--- src/ccc_pkg.sv ---
`timescale 1ns / 1ps
// Shared types, constants and helpers for the calendar clock counter.
// No dependencies; every module of the block imports this package.
package ccc_pkg;

  // Field widths of the payload words
  localparam int YEAR_OUT_W  = 14;
  localparam int MONTH_W     = 4;
  localparam int DAY_W       = 5;
  localparam int HOUR_W      = 5;
  localparam int MINUTE_W    = 6;
  localparam int SECOND_W    = 6;
  localparam int MILLI_W     = 10;
  localparam int TICK_W      = 32;
  localparam int ELAPSED_W   = 12;
  // Milliseconds plus one advance: at most 999 + 4095
  localparam int TOTAL_W     = 13;

  // Configuration port
  localparam int CFG_INDEX_W = 3;
  localparam int CFG_DATA_W  = 14;

  localparam logic [CFG_INDEX_W-1:0] CFG_PRESET_YEAR   = 3'd0;
  localparam logic [CFG_INDEX_W-1:0] CFG_PRESET_MONTH  = 3'd1;
  localparam logic [CFG_INDEX_W-1:0] CFG_PRESET_DAY    = 3'd2;
  localparam logic [CFG_INDEX_W-1:0] CFG_PRESET_HOUR   = 3'd3;
  localparam logic [CFG_INDEX_W-1:0] CFG_PRESET_MINUTE = 3'd4;

  // Reset values of the preset registers
  localparam logic [YEAR_OUT_W-1:0] RST_PRESET_YEAR   = 14'd2241;
  localparam logic [MONTH_W-1:0]    RST_PRESET_MONTH  = 4'd1;
  localparam logic [DAY_W-1:0]      RST_PRESET_DAY    = 5'd1;
  localparam logic [HOUR_W-1:0]     RST_PRESET_HOUR   = 5'd0;
  localparam logic [MINUTE_W-1:0]   RST_PRESET_MINUTE = 6'd0;

  // Commands
  localparam logic CMD_TICK    = 1'b0;
  localparam logic CMD_ADVANCE = 1'b1;

  // Calendar constants
  localparam logic [TOTAL_W-1:0]  MS_PER_SEC    = 13'd1000;
  localparam logic [6:0]          SEC_PER_MIN   = 7'd60;
  localparam logic [6:0]          MIN_PER_HOUR  = 7'd60;
  localparam logic [5:0]          HOUR_PER_DAY  = 6'd24;
  localparam logic [MONTH_W-1:0]  MONTH_LAST    = 4'd12;
  localparam logic [MONTH_W-1:0]  MONTH_FEB     = 4'd2;
  localparam logic [MONTH_W-1:0]  MONTH_APR     = 4'd4;
  localparam logic [MONTH_W-1:0]  MONTH_JUN     = 4'd6;
  localparam logic [MONTH_W-1:0]  MONTH_SEP     = 4'd9;
  localparam logic [MONTH_W-1:0]  MONTH_NOV     = 4'd11;

  // Leap check works on a 16-bit year: y / 25 = (y * LEAP_RECIP) >> LEAP_SHIFT
  // is exact for every y below 2^16.
  localparam int                  LEAP_YEAR_W = 16;
  localparam int                  LEAP_Q_W    = 12;
  localparam int                  LEAP_SHIFT  = 21;
  localparam logic [16:0]         LEAP_RECIP  = 17'd83887;

  typedef struct packed {
    logic                 cmd;
    logic [ELAPSED_W-1:0] elapsed_ms;
  } in_word_t;

  typedef struct packed {
    logic [YEAR_OUT_W-1:0] year_now;
    logic [MONTH_W-1:0]    month_now;
    logic [DAY_W-1:0]      day_now;
    logic [HOUR_W-1:0]     hour_now;
    logic [MINUTE_W-1:0]   minute_now;
    logic [SECOND_W-1:0]   second_now;
    logic [MILLI_W-1:0]    milli_now;
    logic [TICK_W-1:0]     tick_total;
  } out_word_t;

  typedef enum logic [1:0] {
    ST_IDLE,
    ST_LEAP_WAIT,
    ST_CARRY,
    ST_PUBLISH
  } state_t;

  // Controller to datapath
  typedef struct packed {
    logic accept;
    logic carry_step;
    logic publish;
  } ctl_cmd_t;

  // Datapath to controller
  typedef struct packed {
    logic carry_pending;
  } ctl_sts_t;

  function automatic logic [DAY_W-1:0] days_in_month(input logic [MONTH_W-1:0] month,
                                                     input logic leap);
    logic [DAY_W-1:0] days;
    days = 5'd31;
    if (month == MONTH_APR || month == MONTH_JUN || month == MONTH_SEP ||
        month == MONTH_NOV) begin
      days = 5'd30;
    end else if (month == MONTH_FEB) begin
      days = leap ? 5'd29 : 5'd28;
    end
    return days;
  endfunction

endpackage

--- src/ccc_ctrl.sv ---
`timescale 1ns / 1ps
// Sequencer of the calendar clock counter: handshakes and carry loop control.
// Depends on ccc_pkg; drives ccc_datapath through ctl_cmd_t.
module ccc_ctrl import ccc_pkg::*; (
  input  logic     clk,
  input  logic     rst,
  input  logic     in_valid,
  output logic     in_ready,
  output logic     out_valid,
  input  logic     out_ready,
  input  ctl_sts_t sts,
  output ctl_cmd_t cmd
);

  state_t state;
  state_t state_next;

  always_ff @(posedge clk) begin
    if (rst) begin
      state <= ST_IDLE;
    end else begin
      state <= state_next;
    end
  end

  always_comb begin
    state_next = state;
    cmd        = '0;
    case (state)
      ST_IDLE: begin
        if (in_valid) begin
          cmd.accept = 1'b1;
          state_next = ST_LEAP_WAIT;
        end
      end
      ST_LEAP_WAIT: begin
        state_next = ST_CARRY;
      end
      ST_CARRY: begin
        if (sts.carry_pending) begin
          cmd.carry_step = 1'b1;
        end else begin
          state_next = ST_PUBLISH;
        end
      end
      ST_PUBLISH: begin
        if (!out_valid || out_ready) begin
          cmd.publish = 1'b1;
          state_next  = ST_IDLE;
        end
      end
      default: begin
        state_next = ST_IDLE;
      end
    endcase
  end

  assign in_ready = (state == ST_IDLE);

  always_ff @(posedge clk) begin
    if (rst) begin
      out_valid <= 1'b0;
    end else if (cmd.publish) begin
      out_valid <= 1'b1;
    end else if (out_ready) begin
      out_valid <= 1'b0;
    end
  end

  a_accept_starts_item: assert property (@(posedge clk) disable iff (rst)
    (in_valid && in_ready) |=> state == ST_LEAP_WAIT)
    else $error("accepted word did not start the leap wait");

  a_rose_from_publish: assert property (@(posedge clk) disable iff (rst)
    $rose(out_valid) |-> $past(state) == ST_PUBLISH)
    else $error("result raised outside of publish");

  a_carry_done: assert property (@(posedge clk) disable iff (rst)
    (state == ST_CARRY && !sts.carry_pending) |=> state == ST_PUBLISH)
    else $error("carry loop did not finish into publish");

endmodule

--- src/ccc_datapath.sv ---
`timescale 1ns / 1ps
// Counters, presets, leap-year pipeline and result register of the clock.
// Depends on ccc_pkg; sequenced by ccc_ctrl through ctl_cmd_t.
module ccc_datapath import ccc_pkg::*; #(
  parameter int MS_PER_TICK = 10,
  parameter int YEAR_BITS   = 14
) (
  input  logic                   clk,
  input  logic                   rst,
  input  in_word_t               in_word,
  input  logic                   cfg_write,
  input  logic [CFG_INDEX_W-1:0] cfg_index,
  input  logic [CFG_DATA_W-1:0]  cfg_data,
  input  ctl_cmd_t               cmd,
  output ctl_sts_t               sts,
  output out_word_t              out_word
);

  localparam logic [YEAR_BITS-1:0] YEAR_MAX = '1;

  function automatic logic [YEAR_BITS-1:0] sat_year(input logic [YEAR_OUT_W-1:0] y);
    logic [YEAR_BITS-1:0] r;
    if (32'(y) > 32'(YEAR_MAX)) begin
      r = YEAR_MAX;
    end else begin
      r = YEAR_BITS'(y);
    end
    return r;
  endfunction

  // Preset registers
  logic [YEAR_OUT_W-1:0] preset_year,   preset_year_next;
  logic [MONTH_W-1:0]    preset_month,  preset_month_next;
  logic [DAY_W-1:0]      preset_day,    preset_day_next;
  logic [HOUR_W-1:0]     preset_hour,   preset_hour_next;
  logic [MINUTE_W-1:0]   preset_minute, preset_minute_next;
  logic                  preset_load;

  // Clock counters
  logic [MILLI_W-1:0]    milli_count;
  logic [SECOND_W-1:0]   second_count;
  logic [MINUTE_W-1:0]   minute_count;
  logic [HOUR_W-1:0]     hour_count;
  logic [DAY_W-1:0]      day_count;
  logic [MONTH_W-1:0]    month_count;
  logic [YEAR_BITS-1:0]  year_count;
  logic [TICK_W-1:0]     tick_count;
  logic [TOTAL_W-1:0]    total;

  // Leap pipeline
  logic [LEAP_YEAR_W-1:0] leap_year;
  logic [LEAP_Q_W-1:0]    leap_q;
  logic                   leap_flag;
  logic [LEAP_YEAR_W-1:0] year16;
  logic [33:0]            leap_prod;
  logic [LEAP_YEAR_W-1:0] q_times_25;
  logic [LEAP_YEAR_W-1:0] rem_25;

  // One-second step
  logic [6:0]            sec_inc, min_inc;
  logic [5:0]            hour_inc, day_inc;
  logic [DAY_W-1:0]      month_days;
  logic [SECOND_W-1:0]   second_step;
  logic [MINUTE_W-1:0]   minute_step;
  logic [HOUR_W-1:0]     hour_step;
  logic [DAY_W-1:0]      day_step;
  logic [MONTH_W-1:0]    month_step;
  logic [YEAR_BITS-1:0]  year_step;

  always_comb begin
    preset_year_next   = preset_year;
    preset_month_next  = preset_month;
    preset_day_next    = preset_day;
    preset_hour_next   = preset_hour;
    preset_minute_next = preset_minute;
    preset_load        = 1'b0;
    if (cfg_write) begin
      case (cfg_index)
        CFG_PRESET_YEAR: begin
          preset_year_next = cfg_data;
          preset_load      = 1'b1;
        end
        CFG_PRESET_MONTH: begin
          preset_month_next = cfg_data[MONTH_W-1:0];
          preset_load       = 1'b1;
        end
        CFG_PRESET_DAY: begin
          preset_day_next = cfg_data[DAY_W-1:0];
          preset_load     = 1'b1;
        end
        CFG_PRESET_HOUR: begin
          preset_hour_next = cfg_data[HOUR_W-1:0];
          preset_load      = 1'b1;
        end
        CFG_PRESET_MINUTE: begin
          preset_minute_next = cfg_data[MINUTE_W-1:0];
          preset_load        = 1'b1;
        end
        default: begin
          preset_load = 1'b0;
        end
      endcase
    end
  end

  // Leap year: divisible by 4, and not by 100 unless by 400.
  // Stage one divides by 25, stage two checks the remainder.
  assign year16     = LEAP_YEAR_W'(year_count);
  assign leap_prod  = 34'(year16) * 34'(LEAP_RECIP);
  assign q_times_25 = (LEAP_YEAR_W'(leap_q) << 4) + (LEAP_YEAR_W'(leap_q) << 3) +
                      LEAP_YEAR_W'(leap_q);
  assign rem_25     = leap_year - q_times_25;

  always_ff @(posedge clk) begin
    leap_year <= year16;
    leap_q    <= leap_prod[LEAP_SHIFT +: LEAP_Q_W];
    leap_flag <= (leap_year[1:0] == 2'b00) &&
                 ((rem_25 != '0) || (leap_year[3:0] == 4'b0000));
  end

  // Advance the calendar by one second, rippling as far as needed.
  always_comb begin
    sec_inc     = 7'(second_count) + 7'd1;
    min_inc     = 7'(minute_count) + 7'd1;
    hour_inc    = 6'(hour_count) + 6'd1;
    day_inc     = 6'(day_count) + 6'd1;
    month_days  = days_in_month(month_count, leap_flag);
    second_step = 6'(sec_inc);
    minute_step = minute_count;
    hour_step   = hour_count;
    day_step    = day_count;
    month_step  = month_count;
    year_step   = year_count;
    if (sec_inc >= SEC_PER_MIN) begin
      second_step = 6'(sec_inc - SEC_PER_MIN);
      minute_step = 6'(min_inc);
      if (min_inc >= MIN_PER_HOUR) begin
        minute_step = 6'(min_inc - MIN_PER_HOUR);
        hour_step   = 5'(hour_inc);
        if (hour_inc >= HOUR_PER_DAY) begin
          hour_step = 5'(hour_inc - HOUR_PER_DAY);
          day_step  = 5'(day_inc);
          if (day_inc > 6'(month_days)) begin
            day_step = 5'd1;
            if (month_count >= MONTH_LAST) begin
              month_step = 4'd1;
              if (year_count != YEAR_MAX) begin
                year_step = year_count + YEAR_BITS'(1);
              end
            end else begin
              month_step = month_count + 4'd1;
            end
          end
        end
      end
    end
  end

  assign sts.carry_pending = (total >= MS_PER_SEC);

  always_ff @(posedge clk) begin
    if (rst) begin
      preset_year   <= RST_PRESET_YEAR;
      preset_month  <= RST_PRESET_MONTH;
      preset_day    <= RST_PRESET_DAY;
      preset_hour   <= RST_PRESET_HOUR;
      preset_minute <= RST_PRESET_MINUTE;
      milli_count   <= '0;
      second_count  <= '0;
      minute_count  <= RST_PRESET_MINUTE;
      hour_count    <= RST_PRESET_HOUR;
      day_count     <= RST_PRESET_DAY;
      month_count   <= RST_PRESET_MONTH;
      year_count    <= sat_year(RST_PRESET_YEAR);
      tick_count    <= '0;
    end else begin
      preset_year   <= preset_year_next;
      preset_month  <= preset_month_next;
      preset_day    <= preset_day_next;
      preset_hour   <= preset_hour_next;
      preset_minute <= preset_minute_next;
      if (preset_load) begin
        milli_count  <= '0;
        second_count <= '0;
        minute_count <= preset_minute_next;
        hour_count   <= preset_hour_next;
        day_count    <= preset_day_next;
        month_count  <= preset_month_next;
        year_count   <= sat_year(preset_year_next);
      end else if (cmd.carry_step) begin
        second_count <= second_step;
        minute_count <= minute_step;
        hour_count   <= hour_step;
        day_count    <= day_step;
        month_count  <= month_step;
        year_count   <= year_step;
      end else if (cmd.publish) begin
        milli_count <= total[MILLI_W-1:0];
      end
      if (cmd.accept && in_word.cmd == CMD_TICK) begin
        tick_count <= tick_count + TICK_W'(1);
      end
    end
  end

  // Pending milliseconds: loaded on accept, drained one second per step
  always_ff @(posedge clk) begin
    if (cmd.accept) begin
      if (in_word.cmd == CMD_ADVANCE) begin
        total <= TOTAL_W'(milli_count) + TOTAL_W'(in_word.elapsed_ms);
      end else begin
        total <= TOTAL_W'(milli_count) + TOTAL_W'(MS_PER_TICK);
      end
    end else if (cmd.carry_step) begin
      total <= total - MS_PER_SEC;
    end
  end

  always_ff @(posedge clk) begin
    if (cmd.publish) begin
      out_word.year_now   <= YEAR_OUT_W'(year_count);
      out_word.month_now  <= month_count;
      out_word.day_now    <= day_count;
      out_word.hour_now   <= hour_count;
      out_word.minute_now <= minute_count;
      out_word.second_now <= second_count;
      out_word.milli_now  <= total[MILLI_W-1:0];
      out_word.tick_total <= tick_count;
    end
  end

  a_milli_in_range: assert property (@(posedge clk) disable iff (rst)
    milli_count < MILLI_W'(MS_PER_SEC))
    else $error("millisecond counter out of range");

  a_second_in_range: assert property (@(posedge clk) disable iff (rst)
    second_count < SECOND_W'(SEC_PER_MIN))
    else $error("second counter out of range");

  a_publish_drained: assert property (@(posedge clk) disable iff (rst)
    cmd.publish |-> !sts.carry_pending)
    else $error("result published with a whole second still pending");

endmodule

--- src/calendar_clock_counter.sv ---
`timescale 1ns / 1ps
// Top level of the calendar clock counter: controller plus datapath.
// Depends on ccc_pkg, ccc_ctrl and ccc_datapath.
//
//   channel  dir  handshake              payload
//   in       in   in_valid / in_ready    in_word   (in_word_t: cmd, elapsed_ms)
//   out      out  out_valid / out_ready  out_word  (out_word_t: date, time, ticks)
//   cfg      in   cfg_valid / cfg_ready  cfg_index, cfg_data
//
// An accepted word passes the leap wait, a carry step for each whole second it
// carries (0 to 5) and the publish step before its result is registered. The
// serial carry loop takes one word at a time; the next can be taken after publish.
// Reset loads the clock from the preset reset values and clears the tick count.
// The output register holds a finished result while the next word is accepted;
// a stalled result stalls only the publish step of the following word.
// Configuration writes are always taken; a write to a valid index reloads the clock.
module calendar_clock_counter import ccc_pkg::*; #(
  parameter int MS_PER_TICK = 10,
  parameter int YEAR_BITS   = 14
) (
  input  logic                   clk,
  input  logic                   rst,
  input  logic                   in_valid,
  output logic                   in_ready,
  input  in_word_t               in_word,
  output logic                   out_valid,
  input  logic                   out_ready,
  output out_word_t              out_word,
  input  logic                   cfg_valid,
  output logic                   cfg_ready,
  input  logic [CFG_INDEX_W-1:0] cfg_index,
  input  logic [CFG_DATA_W-1:0]  cfg_data
);

  ctl_cmd_t cmd;
  ctl_sts_t sts;

  // Configuration never stalls
  assign cfg_ready = 1'b1;

  // Sequence accept, leap settle, carry loop and publish
  ccc_ctrl u_ctrl (
    .clk       (clk),
    .rst       (rst),
    .in_valid  (in_valid),
    .in_ready  (in_ready),
    .out_valid (out_valid),
    .out_ready (out_ready),
    .sts       (sts),
    .cmd       (cmd)
  );

  // Hold the counters, presets and result word
  ccc_datapath #(
    .MS_PER_TICK (MS_PER_TICK),
    .YEAR_BITS   (YEAR_BITS)
  ) u_datapath (
    .clk       (clk),
    .rst       (rst),
    .in_word   (in_word),
    .cfg_write (cfg_valid && cfg_ready),
    .cfg_index (cfg_index),
    .cfg_data  (cfg_data),
    .cmd       (cmd),
    .sts       (sts),
    .out_word  (out_word)
  );

endmodule

--- config.mk ---
export PLATFORM = sky130hd
export DESIGN_NAME = calendar_clock_counter
export DESIGN_NICKNAME = d
export VERILOG_FILES = /design/src/ccc_pkg.sv /design/src/ccc_ctrl.sv /design/src/ccc_datapath.sv /design/src/calendar_clock_counter.sv
export SDC_FILE = /design/constraint.sdc
export NUM_CORES = 1
export LEC_CHECK = 0
export BUFFER_PORTS_ARGS = -buffer_cell sky130_fd_sc_hd__buf_2
export CORE_MARGIN = 2
export CORE_UTILIZATION = 30
export CTS_CLUSTER_DIAMETER = 100
export CTS_CLUSTER_SIZE = 40
export DETAILED_ROUTE_END_ITERATION = 8
export PLACE_DENSITY_LB_ADDON = 0.1
export SLEW_MARGIN = 20
export SYNTH_ARGS = -nofsm -noshare
export SYNTH_HDL_FRONTEND = slang
export SYNTH_SLANG_ARGS = --single-unit
--- constraint.sdc ---
create_clock -name clk -period 7.2 [get_ports clk]
set_input_delay 1.8 -clock clk [delete_from_list [all_inputs] [get_ports clk]]
set_output_delay 1.8 -clock clk [all_outputs]
set_load 0.005 [all_outputs]
==> results of run 1 <==
## cell families after synthesis
family / synth area share
AND/OR/NAND/NOR: 0.125
adder cells (fa/ha/maj): 0.262
AO/OA/AOI/OAI: 0.116
flip-flops: 0.363
buffers and inverters: 0.0571
XOR/XNOR: 0.0399
multiplexers: 0.0354
other: 0.000238
## metrics by stage
stage	power (uW)	hold WS, ns	cells
finish	6220	0.482	2295
global route	6840	0.511	2295
CTS	6320	0.481	2295
detailed placement	5300	0.453	2271
global placement	5310	0.458	2271
floorplan	4390	0.402	1505
## Yosys cell counts (all sizes together) (5+ instances only)
master and instances:
nand3 31, xnor2 31, and4 6, inv 172, a31oi 9, or2 7
and3 32, nand3b 5, mux2 7, mux2i 48, nor3 21, dfxtp 144
nor2 125, a2111oi 10, o31ai 9, o21bai 5, fa 100, nand2b 15
nor4 7, nand2 62, o21a 6, a41oi 5, buf 10, ha 171
a21oi 61, nor3b 5, o211ai 11, nand4 16, o21ai 50, a221oi 7
a211oi 20, clkbuf 38, a211o 7, a21o 13, xor2 41, a311oi 8
or3 11, edfxtp 95, and2 15, nor2b 13
## final timing paths
path                                                end  depth (start not counted)  slack, ns
worst max-delay path               u_datapath.leap_q[9]                         18       1.15
worst min register to register  u_datapath.out_word[15]                          0       0.48
worst max register to register     u_datapath.leap_q[9]                         18       1.15
worst min-delay path            u_datapath.out_word[15]                          0       0.48
## cell type report
| type | count | area share |
|---|---|---|
| multi-input cells | 1045 | 0.522 |
| flip-flops and latches | 239 | 0.326 |
| well taps | 688 | 0.0490 |
| repair buffers | 126 | 0.0372 |
| inverters | 173 | 0.0369 |
| clock buffers | 16 | 0.0221 |
| clock inverters | 8 | 0.00697 |
## power breakdown
group	internal, uW	leakage (uW)	switching (uW)
clock	455	0.000251	520
combinational	1490	0.00518	2040
sequential	1590	0.00206	132
total	3530	0.00749	2690
## cell usage in the layout, fill, tap and decap left out, types with 6 or more instances in the layout
| cell | synthesis | routed |
|---|---|---|
| inv_1 | 172 | 172 |
| ha_1 | 171 | 171 |
| dfxtp_1 | 144 | 144 |
| nor2_1 | 125 | 125 |
| buf_2 | 3 | 117 |
| fa_1 | 100 | 100 |
| edfxtp_1 | 95 | 95 |
| nand2_1 | 62 | 62 |
| a21oi_1 | 60 | 60 |
| o21ai_0 | 49 | 49 |
| mux2i_1 | 48 | 48 |
| xor2_1 | 41 | 41 |
| nand3_1 | 31 | 31 |
| xnor2_1 | 31 | 31 |
| and3_1 | 30 | 30 |
| a211oi_1 | 20 | 20 |
| nor3_1 | 20 | 20 |
| nand4_1 | 16 | 16 |
| clkbuf_16 | 0 | 15 |
| nand2b_1 | 15 | 14 |
| a21o_1 | 13 | 13 |
| nor2b_1 | 13 | 12 |
| or3_1 | 11 | 11 |
| and2_1 | 12 | 11 |
| o211ai_1 | 10 | 10 |
| o31ai_1 | 9 | 9 |
| a31oi_1 | 9 | 9 |
| buf_4 | 3 | 9 |
| a311oi_1 | 8 | 8 |
| a211o_1 | 7 | 7 |
| mux2_2 | 7 | 7 |
| a2111oi_0 | 7 | 7 |
| a221oi_1 | 7 | 7 |
| or2_2 | 6 | 6 |
| o21a_1 | 6 | 6 |
## flip-flops by register name, indices dropped and copies added (netlist names)
signal,cells
u_datapath.minute_count,6
u_datapath.leap_q,10
u_datapath.preset_year,14
u_datapath.preset_hour,5
u_datapath.month_count,4
u_datapath.day_count,5
u_datapath.leap_flag,1
u_datapath.total,13
u_ctrl.state,2
u_datapath.hour_count,5
u_ctrl.out_valid,1
u_datapath.year_count,14
u_datapath.preset_minute,6
u_datapath.second_count,6
u_datapath.leap_year,14
u_datapath.preset_day,5
u_datapath.tick_count,32
u_datapath.out_word,82
u_datapath.preset_month,4
u_datapath.milli_count,10
## layer usage
metal  GRT usage  vias up  wire, um
met1       0.220     5356     20000
met3      0.0277       29      1660
li1            -     5458         -
met2       0.239      143     18600
met5           0        -        65
met4      0.0202       10       483
==> impl_results.md, run 1 <==
- Status: finished, final reports clean
- CP Data Required Time: 7.61 ns
- # IOs: 120
- Ratio of final minimum period to clock period: 0.841
- HP Start: u_datapath.tick_count[15]
- Final ANT Viol Nets: 0
- Gpl congestion: 0.798
- Cts bufs inserted: 14
- Mean Syn Cell Area: 10.5 um^2
- # diodes: 0
- TritonCTS clock tree: yes
- Drt pass-1 iters: 4
- Clock buffer depth: 3
- Top_reg_cell synth: dfxtp_1
- Synth top area cells: dfxtp_1 18%, edfxtp_1 18%, ha_1 14%
- Root Buffer: clkbuf_16
- Top cell family by delay on the critical path: adder cells
- Max-slew headroom: 0.330
- Setup crit start kind: flop
- Chip Width: 233 um
- Worst Setup SP: u_datapath.year_count[11]
- Finished Core Util: 0.336
- Crit Path Category: flop to flop
- Multi-input gate area: 0.00917 mm^2
- Die Y: 233 um
- Resized cells post-CTS: 0
- Total congestion overflow: 0
- Filler cells: 5,357
- Syn_nets: 1,811
- Post-synthesis sequential area ratio: 0.363
- Final worst slack: 1.15 ns
- Initial antenna violation count: 6
- GR Util All Layers: 0.152
- Critical Path Most Common Cell: fa_1
- # Max-Cap Violations: 0
- Critical path endpoint category: flop
- Area leader, netlist: dfxtp_1
- Min cycle time layout: 6.05 ns
- Largest net degree at the start of global routing: 60
- Worst R2R Start: u_datapath.year_count[11]
- Post-synth cell types: 93
- Dpl hpwl: 31,400 um
- Slew Viols, Final: 0
- Vias post-DR: 11,000
- Worst slew pin tran: 0.980 ns
- Critical-path cell list: fa_1 > inv_1 > fa_1 > inv_1 > fa_1 > fa_1 > inv_1 > fa_1 > inv_1 > fa_1 > ha_1 > nand2_1 > nor4_1 > o31ai_1 > o21ai_0 > a21oi_1 > nor2_1 > a211oi_1
- Cell at the slowest stage of the critical path: o21ai_0
- Peak supply drop: 227 uV
- Syn Std Cell Area: 0.0158 mm^2
- Vias per Instance: 4.79
- Number of synthesized register bits: 239
- Routed WL per cell: 17.8 um
- Setup tns final: 0 ns
- Initial core utilization: 0.302
- Worst path bufs/invs: 4
- Post-synth ARST share: 0
- Die area: 0.0545 mm^2
- Layout Nets: 1,905
- Synth Warn #: 0
- FF/Latch Area: 0.00574 mm^2
- Port Buffers: 118
- Fmax: 165 MHz
- DRC violations left: 0
- LEAKAGE: 0.00749 uW
- Hold WC Path Type: flop to flop
- H-tree levels: 1
- WL final: 40,800 um
- Area after DPL: 0.0171 mm^2
- Post-CTS setup buffer count: 0
- Delay of the slowest cell on the worst path: 0.78 ns
- RSZ-0062 raised after global routing: no
- Initial drt markers: 423
- PD cells: 354 mW/mm^2
- Clk_skew: 0.0627 ns
- Std-Cell Rows: 84
- Reg clk slew, reported paths: 0.13 ns
- Final non-filler cell area: 0.0176 mm^2
- Setup WS pre-CTS: 1.12 ns
- Fraction of layout cells with a size suffix above 1: 0.122
- Post-synth EDFFs: 95
- Setup violators final: 0
- Crit path DAT: 6.46 ns
- CORE AREA: 0.0523 mm^2
- Vias in the first global route: 11,100
- Clock latency on the worst-skew pair: 0.54 ns
- CTS sink count: 239
- Post-CTS Hold Buffers: 0
- First-pass GRT wire length: 64,800 um
- Syn Inst Count: 1,505
- Final hold vios: 0
- Post-synth top area share: 0.183
- Crit-path max FO: 11
- Area grow syn2layout: 11.3%
No activity file was read; power rests on OpenSTA's default activity.
==> inputs of run 2 (changes only) <==
- clock period: 7.2 -> 5.25 ns (I/O delays scaled with it)
==> run 2 against run 1 <==
Clock power grew 50%. Critical endpoint is now u_datapath.leap_q[5]. Final cell count grew 2.4%. Utilization grew 1.2 points.
==> impl_results.md, run 2 (synthesis results as in run 1) <==
- Gpl congestion: 0.799 (was 0.798)
- Die area: 0.0545 mm^2 (unchanged)
- Cell at the slowest stage of the critical path: fa_1 (was o21ai_0)
- Finished Core Util: 0.348 (was 0.336)
- Status: finished, final reports clean (unchanged)
- Dpl hpwl: 31,800 um (was 31,400 um)
- RSZ-0062 raised after global routing: yes (was no)
- Clk_skew: 0.0241 ns (was 0.0627 ns)
- Worst slew pin tran: 1.09 ns (was 0.980 ns)
- GR Util All Layers: 0.153 (was 0.152)
- Max-slew headroom: 0.276 (was 0.330)
- DRC violations left: 0 (unchanged)
- Clock latency on the worst-skew pair: 0.51 ns (was 0.54 ns)
- Delay of the slowest cell on the worst path: 0.58 ns (was 0.78 ns)
- Clock buffer depth: 3 (unchanged)
- Area grow syn2layout: 15.4% (was 11.3%)
- Filler cells: 5,364 (was 5,357)
- Chip Width: 233 um (unchanged)
- H-tree levels: 1 (unchanged)
- Largest net degree at the start of global routing: 59 (was 60)
- CTS sink count: 239 (unchanged)
- Most frequent cells in the layout: 170 x inv_1, 166 x ha_1, 135 x dfxtp_1 (was 172 x inv_1, 171 x ha_1, 144 x dfxtp_1)
- Initial core utilization: 0.302 (unchanged)
- Critical Path Most Common Cell: fa_1 (unchanged)
- Initial antenna violation count: 6 (unchanged)
- Final ANT Viol Nets: 0 (unchanged)
- Most common cell after layout, fill and taps aside: inv_1 (unchanged)
- Post-route insts no fill: 2,350 (was 2,295)
- Cts bufs inserted: 16 (was 14)
- Critical-path cell list: fa_1 > inv_2 > fa_1 > inv_1 > fa_1 > fa_1 > inv_1 > fa_1 > inv_1 > fa_1 > ha_1 > nand2_2 > nor4_4 > o31ai_4 > o211ai_1 > buf_4 > and3_4 > o21ai_2 > xnor2_1 (was fa_1 > inv_1 > fa_1 > inv_1 > fa_1 > fa_1 > inv_1 > fa_1 > inv_1 > fa_1 > ha_1 > nand2_1 > nor4_1 > o31ai_1 > o21ai_0 > a21oi_1 > nor2_1 > a211oi_1)
- # placed instances: 2,320 (was 2,271)
- Initial drt markers: 488 (was 423)
- Slew Viols, Final: 0 (unchanged)
- Sw frac: 0.428 (was 0.433)
- Final hold vios: 0 (unchanged)
- Reg power frac: 0.258 (was 0.276)
- Crit-path max FO: 3 (was 11)
- Vias in the first global route: 11,200 (was 11,100)
- Top cell family by delay on the critical path: adder cells (unchanged)
- Vias per Instance: 4.75 (was 4.79)
- Setup tns final: 0 ns (unchanged)
- # IOs: 120 (unchanged)
- Ratio of final minimum period to clock period: 0.978 (was 0.841)
- Root Buffer: clkbuf_16 (unchanged)
- Layout Nets: 1,957 (was 1,905)
- FF/Latch Area: 0.00575 mm^2 (was 0.00574 mm^2)
- Total congestion overflow: 0 (unchanged)
- Reg2reg setup slack: 0.12 ns (was 1.15 ns)
- Die Y: 233 um (unchanged)
- Max FFs per register: 82 (unchanged)
- Biggest regs: u_datapath.out_word (82), u_datapath.tick_count (32) (unchanged)
- Hold WC Path Type: flop to flop (unchanged)
- Setup violators final: 0 (unchanged)
- Clock share of power: 0.160 (was 0.157)
- Std-Cell Rows: 84 (unchanged)
- Min cycle time layout: 5.13 ns (was 6.05 ns)
- Peak supply drop: 471 uV (was 227 uV)
- Post-CTS Hold Buffers: 0 (unchanged)
- Fmax: 195 MHz (was 165 MHz)
- WL final: 41,200 um (was 40,800 um)
- CP Data Required Time: 5.63 ns (was 7.61 ns)
- Biggest register: u_datapath.out_word (unchanged)
- Switching Power: 3890 uW (was 2690 uW)
- CORE AREA: 0.0523 mm^2 (unchanged)
- # Max-Cap Violations: 0 (unchanged)
- Crit path DAT: 5.51 ns (was 6.46 ns)
- Int Power: 5200 uW (was 3530 uW)
- Hold WS: 0.475 ns (was 0.482 ns)
- Crit Path Category: flop to flop (unchanged)
- LEAKAGE: 0.00778 uW (was 0.00749 uW)
- First-pass GRT wire length: 65,100 um (was 64,800 um)
- Combinational share of power: 0.581 (was 0.567)
- Critical path endpoint category: flop (unchanged)
- Port Buffers: 118 (unchanged)
- Worst path bufs/invs: 5 (was 4)
- Fraction of layout cells with a size suffix above 1: 0.171 (was 0.122)
- Drt pass-1 iters: 5 (was 4)
- Vias post-DR: 11,200 (was 11,000)
- Setup crit start kind: flop (unchanged)
- TritonCTS clock tree: yes (unchanged)
- Routed WL per cell: 17.5 um (was 17.8 um)
- Reg clk slew, reported paths: 0.11 ns (was 0.13 ns)
- Final Total Pwr: 9100 uW (was 6220 uW)
- PD cells: 499 mW/mm^2 (was 354 mW/mm^2)
- Multi-input gate area: 0.00933 mm^2 (was 0.00917 mm^2)
[run 2: cell types whose count changed in the layout (fill, tap and decap cells not counted), moves of 4 or more]
cell and delta:
buf_4 +46, dfxtp_1 -9, dfxtp_2 +8, ha_1 -5, a21oi_1 -4, a21oi_2 +4, buf_6 +4, fa_1 -4
fa_2 +4, ha_4 +4
[run 2: layout make-up]
type                       instances  area share
timing repair buffer             176      0.0573
clock inverter                     7     0.00625
clock buffer                      21      0.0259
tap                              688      0.0472
inverter                         173      0.0356
antenna                            1    0.000137
multi-input combinational       1045       0.512
sequential                       239       0.315
[run 2: per-stage QoR]
step / setup slack, ns / instance area [um^2]
final: 0.118 / 18200
after global routing: -0.105 / 18200
after CTS: 0.00448 / 18000
after detailed placement: -0.0623 / 17400
after global placement: -0.0819 / 17400
after floorplan: 0.0113 / 15800
[run 2: worst register-to-register path, cell delays in order (launching register included)]
cell      delay, ns
dfxtp_2        0.34
fa_1           0.58
inv_2          0.05
fa_1           0.48
inv_1          0.05
fa_1           0.47
fa_1           0.53
inv_1          0.06
fa_1           0.50
inv_1          0.05
fa_1           0.45
ha_1           0.30
nand2_2        0.06
nor4_4         0.25
o31ai_4        0.12
o211ai_1       0.18
buf_4          0.17
and3_4         0.19
o21ai_2        0.06
xnor2_1        0.12
[run 2: worst paths after layout]
| kind | startpoint | cells after the start | end |
|---|---|---|---|
| worst max-delay path | u_datapath.year_count[13] | 19 | u_datapath.leap_q[5] |
| worst min register to register | u_datapath.tick_count[29] | 0 | u_datapath.out_word[29] |
| worst min-delay path | u_datapath.tick_count[29] | 0 | u_datapath.out_word[29] |
| worst max register to register | u_datapath.year_count[13] | 19 | u_datapath.leap_q[5] |
[run 2: what timing repair did]
item,4_1_cts,5_1_grt
gates resized for setup,5,43
pin swaps,5,23
endpoints found under the setup margin,8,10
setup buffers,0,1
[run 2: metal layers]
metal / up-vias / GRT usage / routed length (um)
met5: - / 0 / 68
li1: 5582 / - / -
met2: 144 / 0.239 / 18600
met1: 5392 / 0.224 / 20400
met4: 12 / 0.0277 / 566
met3: 41 / 0.0250 / 1550
[run 2: power by group through the flow]
stage	registers (uW)	logic (uW)	clock network [uW]
floorplan	2340	3680	0
global placement	2400	5020	0
detailed placement	2400	5000	0
CTS	2360	5060	1520
global route	2380	6050	1590
finish	2350	5290	1460
==> inputs of run 3 (changes only) <==
- CTS_BUF_LIST: default -> sky130_fd_sc_hd__clkbuf_16
==> run 3 against run 2 <==
Critical path depth unchanged. Via count increased by 0.31%. Register-to-register slack about the same. Wire length about the same. Total power decreased by 0.15%. First-iteration DRC count increased by 3.3%. Clock power about the same. Clock skew decreased by 0.0013 ns. Final cell count unchanged. Sequential share of layout area about the same. Flip-flop and latch count unchanged. Cell area about the same. Highest routed layer unchanged.
==> impl_results.md, run 3 (synthesis results as in run 1) <==
- Status: finished, final reports clean (unchanged)
- Clock latency on the worst-skew pair: 0.52 ns (was 0.51 ns)
- Total congestion overflow: 0 (unchanged)
- Area grow syn2layout: 15.4% (about the same)
- Sw frac: 0.429 (was 0.428)
- Layout Nets: 1,957 (unchanged)
- Die area: 0.0545 mm^2 (unchanged)
- Max FFs per register: 82 (unchanged)
- Crit path DAT: 5.52 ns (was 5.51 ns)
- Int Power: 5190 uW (was 5200 uW)
- Filler cells: 5,368 (was 5,364)
- WL final: 41,200 um (about the same)
- Root Buffer: clkbuf_16 (unchanged)
- RSZ-0062 raised after global routing: yes (unchanged)
- Vias per Instance: 4.77 (was 4.75)
- Slew Viols, Final: 0 (unchanged)
- FF/Latch Area: 0.00575 mm^2 (unchanged)
- Crit-path max FO: 3 (unchanged)
- HP Start: u_datapath.tick_count[29] (unchanged)
- Critical Path Most Common Cell: fa_1 (unchanged)
- Fraction of layout cells with a size suffix above 1: 0.170 (was 0.171)
- Clock buffer depth: 3 (unchanged)
- Met2 Track Usage GR: 0.239 (about the same)
- Clock share of power: 0.159 (was 0.160)
- Cell at the slowest stage of the critical path: fa_1 (unchanged)
- Fmax: 195 MHz (about the same)
- H-tree levels: 1 (unchanged)
- Vias post-DR: 11,200 (about the same)
- Critical path endpoint category: flop (unchanged)
- Port Buffers: 118 (unchanged)
- Die Y: 233 um (unchanged)
- Setup WS pre-CTS: -0.0623 ns (unchanged)
- Setup violators final: 0 (unchanged)
- Cts bufs inserted: 16 (unchanged)
- Final ANT Viol Nets: 0 (unchanged)
- Most common cell after layout, fill and taps aside: inv_1 (unchanged)
- Dpl hpwl: 31,800 um (unchanged)
- # Max-Cap Violations: 0 (unchanged)
- Hold WC Path Type: flop to flop (unchanged)
- Reg power frac: 0.259 (was 0.258)
- Peak supply drop: 472 uV (was 471 uV)
- Reg2Reg Depth: 19 (unchanged)
- TritonCTS clock tree: yes (unchanged)
- Setup crit start kind: flop (unchanged)
- Multi-input gate area: 0.00933 mm^2 (unchanged)
- LEAKAGE: 0.00778 uW (about the same)
- Drt pass-1 iters: 5 (unchanged)
- Switching Power: 3900 uW (was 3890 uW)
- Initial drt markers: 504 (was 488)
- # IOs: 120 (unchanged)
- Critical-path cell list: fa_1 > inv_2 > fa_1 > inv_1 > fa_1 > fa_1 > inv_1 > fa_1 > inv_1 > fa_1 > ha_1 > nand2_2 > nor4_4 > o31ai_4 > o211ai_1 > buf_4 > and3_4 > o21ai_2 > xnor2_1 (unchanged)
- Post-CTS Hold Buffers: 0 (unchanged)
- Final hold vios: 0 (unchanged)
- Crit path depth: 19 (unchanged)
- Reg clk slew, reported paths: 0.11 ns (about the same)
- Std-Cell Rows: 84 (unchanged)
- Most frequent cells in the layout: 172 x inv_1, 166 x ha_1, 135 x dfxtp_1 (was 170 x inv_1, 166 x ha_1, 135 x dfxtp_1)
- Top cell family by delay on the critical path: adder cells (unchanged)
- Crit path to: u_datapath.leap_q[5] (unchanged)
- Reg2reg setup slack: 0.12 ns (about the same)
- Chip Width: 233 um (unchanged)
- First-pass GRT wire length: 65,100 um (about the same)
- CP Data Required Time: 5.63 ns (about the same)
- Min cycle time layout: 5.13 ns (about the same)
- Vias in the first global route: 11,200 (about the same)
- GR Util All Layers: 0.153 (about the same)
- CTS sink count: 239 (unchanged)
- Worst Setup SP: u_datapath.year_count[13] (unchanged)
- Ratio of final minimum period to clock period: 0.977 (was 0.978)
- Hold WS: 0.475 ns (about the same)
- Biggest regs: u_datapath.out_word (82), u_datapath.tick_count (32) (unchanged)
- Top Usage Layer GRT: met2 (unchanged)
- Delay of the slowest cell on the worst path: 0.58 ns (about the same)
- Final worst slack: 0.119 ns (was 0.118 ns)
- DRC violations left: 0 (unchanged)
- FF-to-FF End: u_datapath.leap_q[5] (unchanged)
- Clk_skew: 0.0228 ns (was 0.0241 ns)
- Largest net degree at the start of global routing: 59 (unchanged)
- CORE AREA: 0.0523 mm^2 (unchanged)
- Biggest register: u_datapath.out_word (unchanged)
- Crit Path Category: flop to flop (unchanged)
- Initial antenna violation count: 6 (unchanged)
- Met1 Usage GRT: 0.224 (about the same)
- Worst R2R Start: u_datapath.year_count[13] (unchanged)
- Finished Core Util: 0.348 (about the same)
- Max-slew headroom: 0.277 (was 0.276)
- PD cells: 499 mW/mm^2 (about the same)
- Initial core utilization: 0.302 (unchanged)
- Worst path bufs/invs: 5 (unchanged)
- Gpl congestion: 0.799 (unchanged)
- Routed WL per cell: 17.5 um (about the same)
- Met3 Usage GRT: 0.0250 (unchanged)
- Combinational share of power: 0.582 (was 0.581)
- Worst slew pin tran: 1.08 ns (was 1.09 ns)
[run 3: cell count changes in the layout (fill, tap and decap cells not counted)]
cell,previous run,this run
clkinv_1,1,2
clkbuf_8,1,0
inv_1,170,172
clkbuf_1,2,0
[run 3: layer usage]
layer	wire, um	up-vias
met5	68	-
li1	-	5584
met4	564	12
met2	18600	144
met1	20400	5425
met3	1570	41
[run 3: stage by stage]
step / setup TNS [ns] / power (uW) / instance area [um^2] / instances
2_1_floorplan: 0 / 6020 / 15800 / 1505
3_3_place_gp: -0.279 / 7410 / 17400 / 2320
3_5_place_dp: -0.185 / 7400 / 17400 / 2320
4_1_cts: 0 / 8920 / 18000 / 2348
5_1_grt: -0.463 / 10000 / 18200 / 2349
6_report: 0 / 9080 / 18200 / 2350
[run 3: repair_timing]
| item | in CTS | in global routing |
|---|---|---|
| buffers inserted | 0 | 1 |
| setup endpoints to repair | 8 | 10 |
| resized for setup | 5 | 43 |
| cloned | 0 | 0 |
| pin swaps | 5 | 23 |
[run 3: cell type report]
type | instances | share of cell area
timing repair buffer | 176 | 0.0573
multi-input combinational | 1045 | 0.512
sequential | 239 | 0.316
antenna | 1 | 0.000137
tap | 688 | 0.0473
clock inverter | 10 | 0.00687
inverter | 173 | 0.0357
clock buffer | 18 | 0.0247
[run 3: worst min path at each step]
stage                                    to  slack [ns]  cells after the start
detailed placement  u_datapath.out_word[31]        0.44                      0
finish              u_datapath.out_word[29]        0.48                      0
CTS                    u_datapath.leap_flag        0.48                      1
floorplan              u_datapath.leap_flag        0.40                      1
global route           u_datapath.leap_flag        0.50                      1
global placement    u_datapath.out_word[31]        0.44                      0
[run 3: power groups by stage]
stage                     Sequential (uW)  Clock, uW  Combinational, uW
after floorplan                      2340          0               3680
after global placement               2400          0               5020
after detailed placement             2400          0               5000
after global routing                 2380       1570               6050
final                                2350       1440               5290
after CTS                            2360       1510               5060
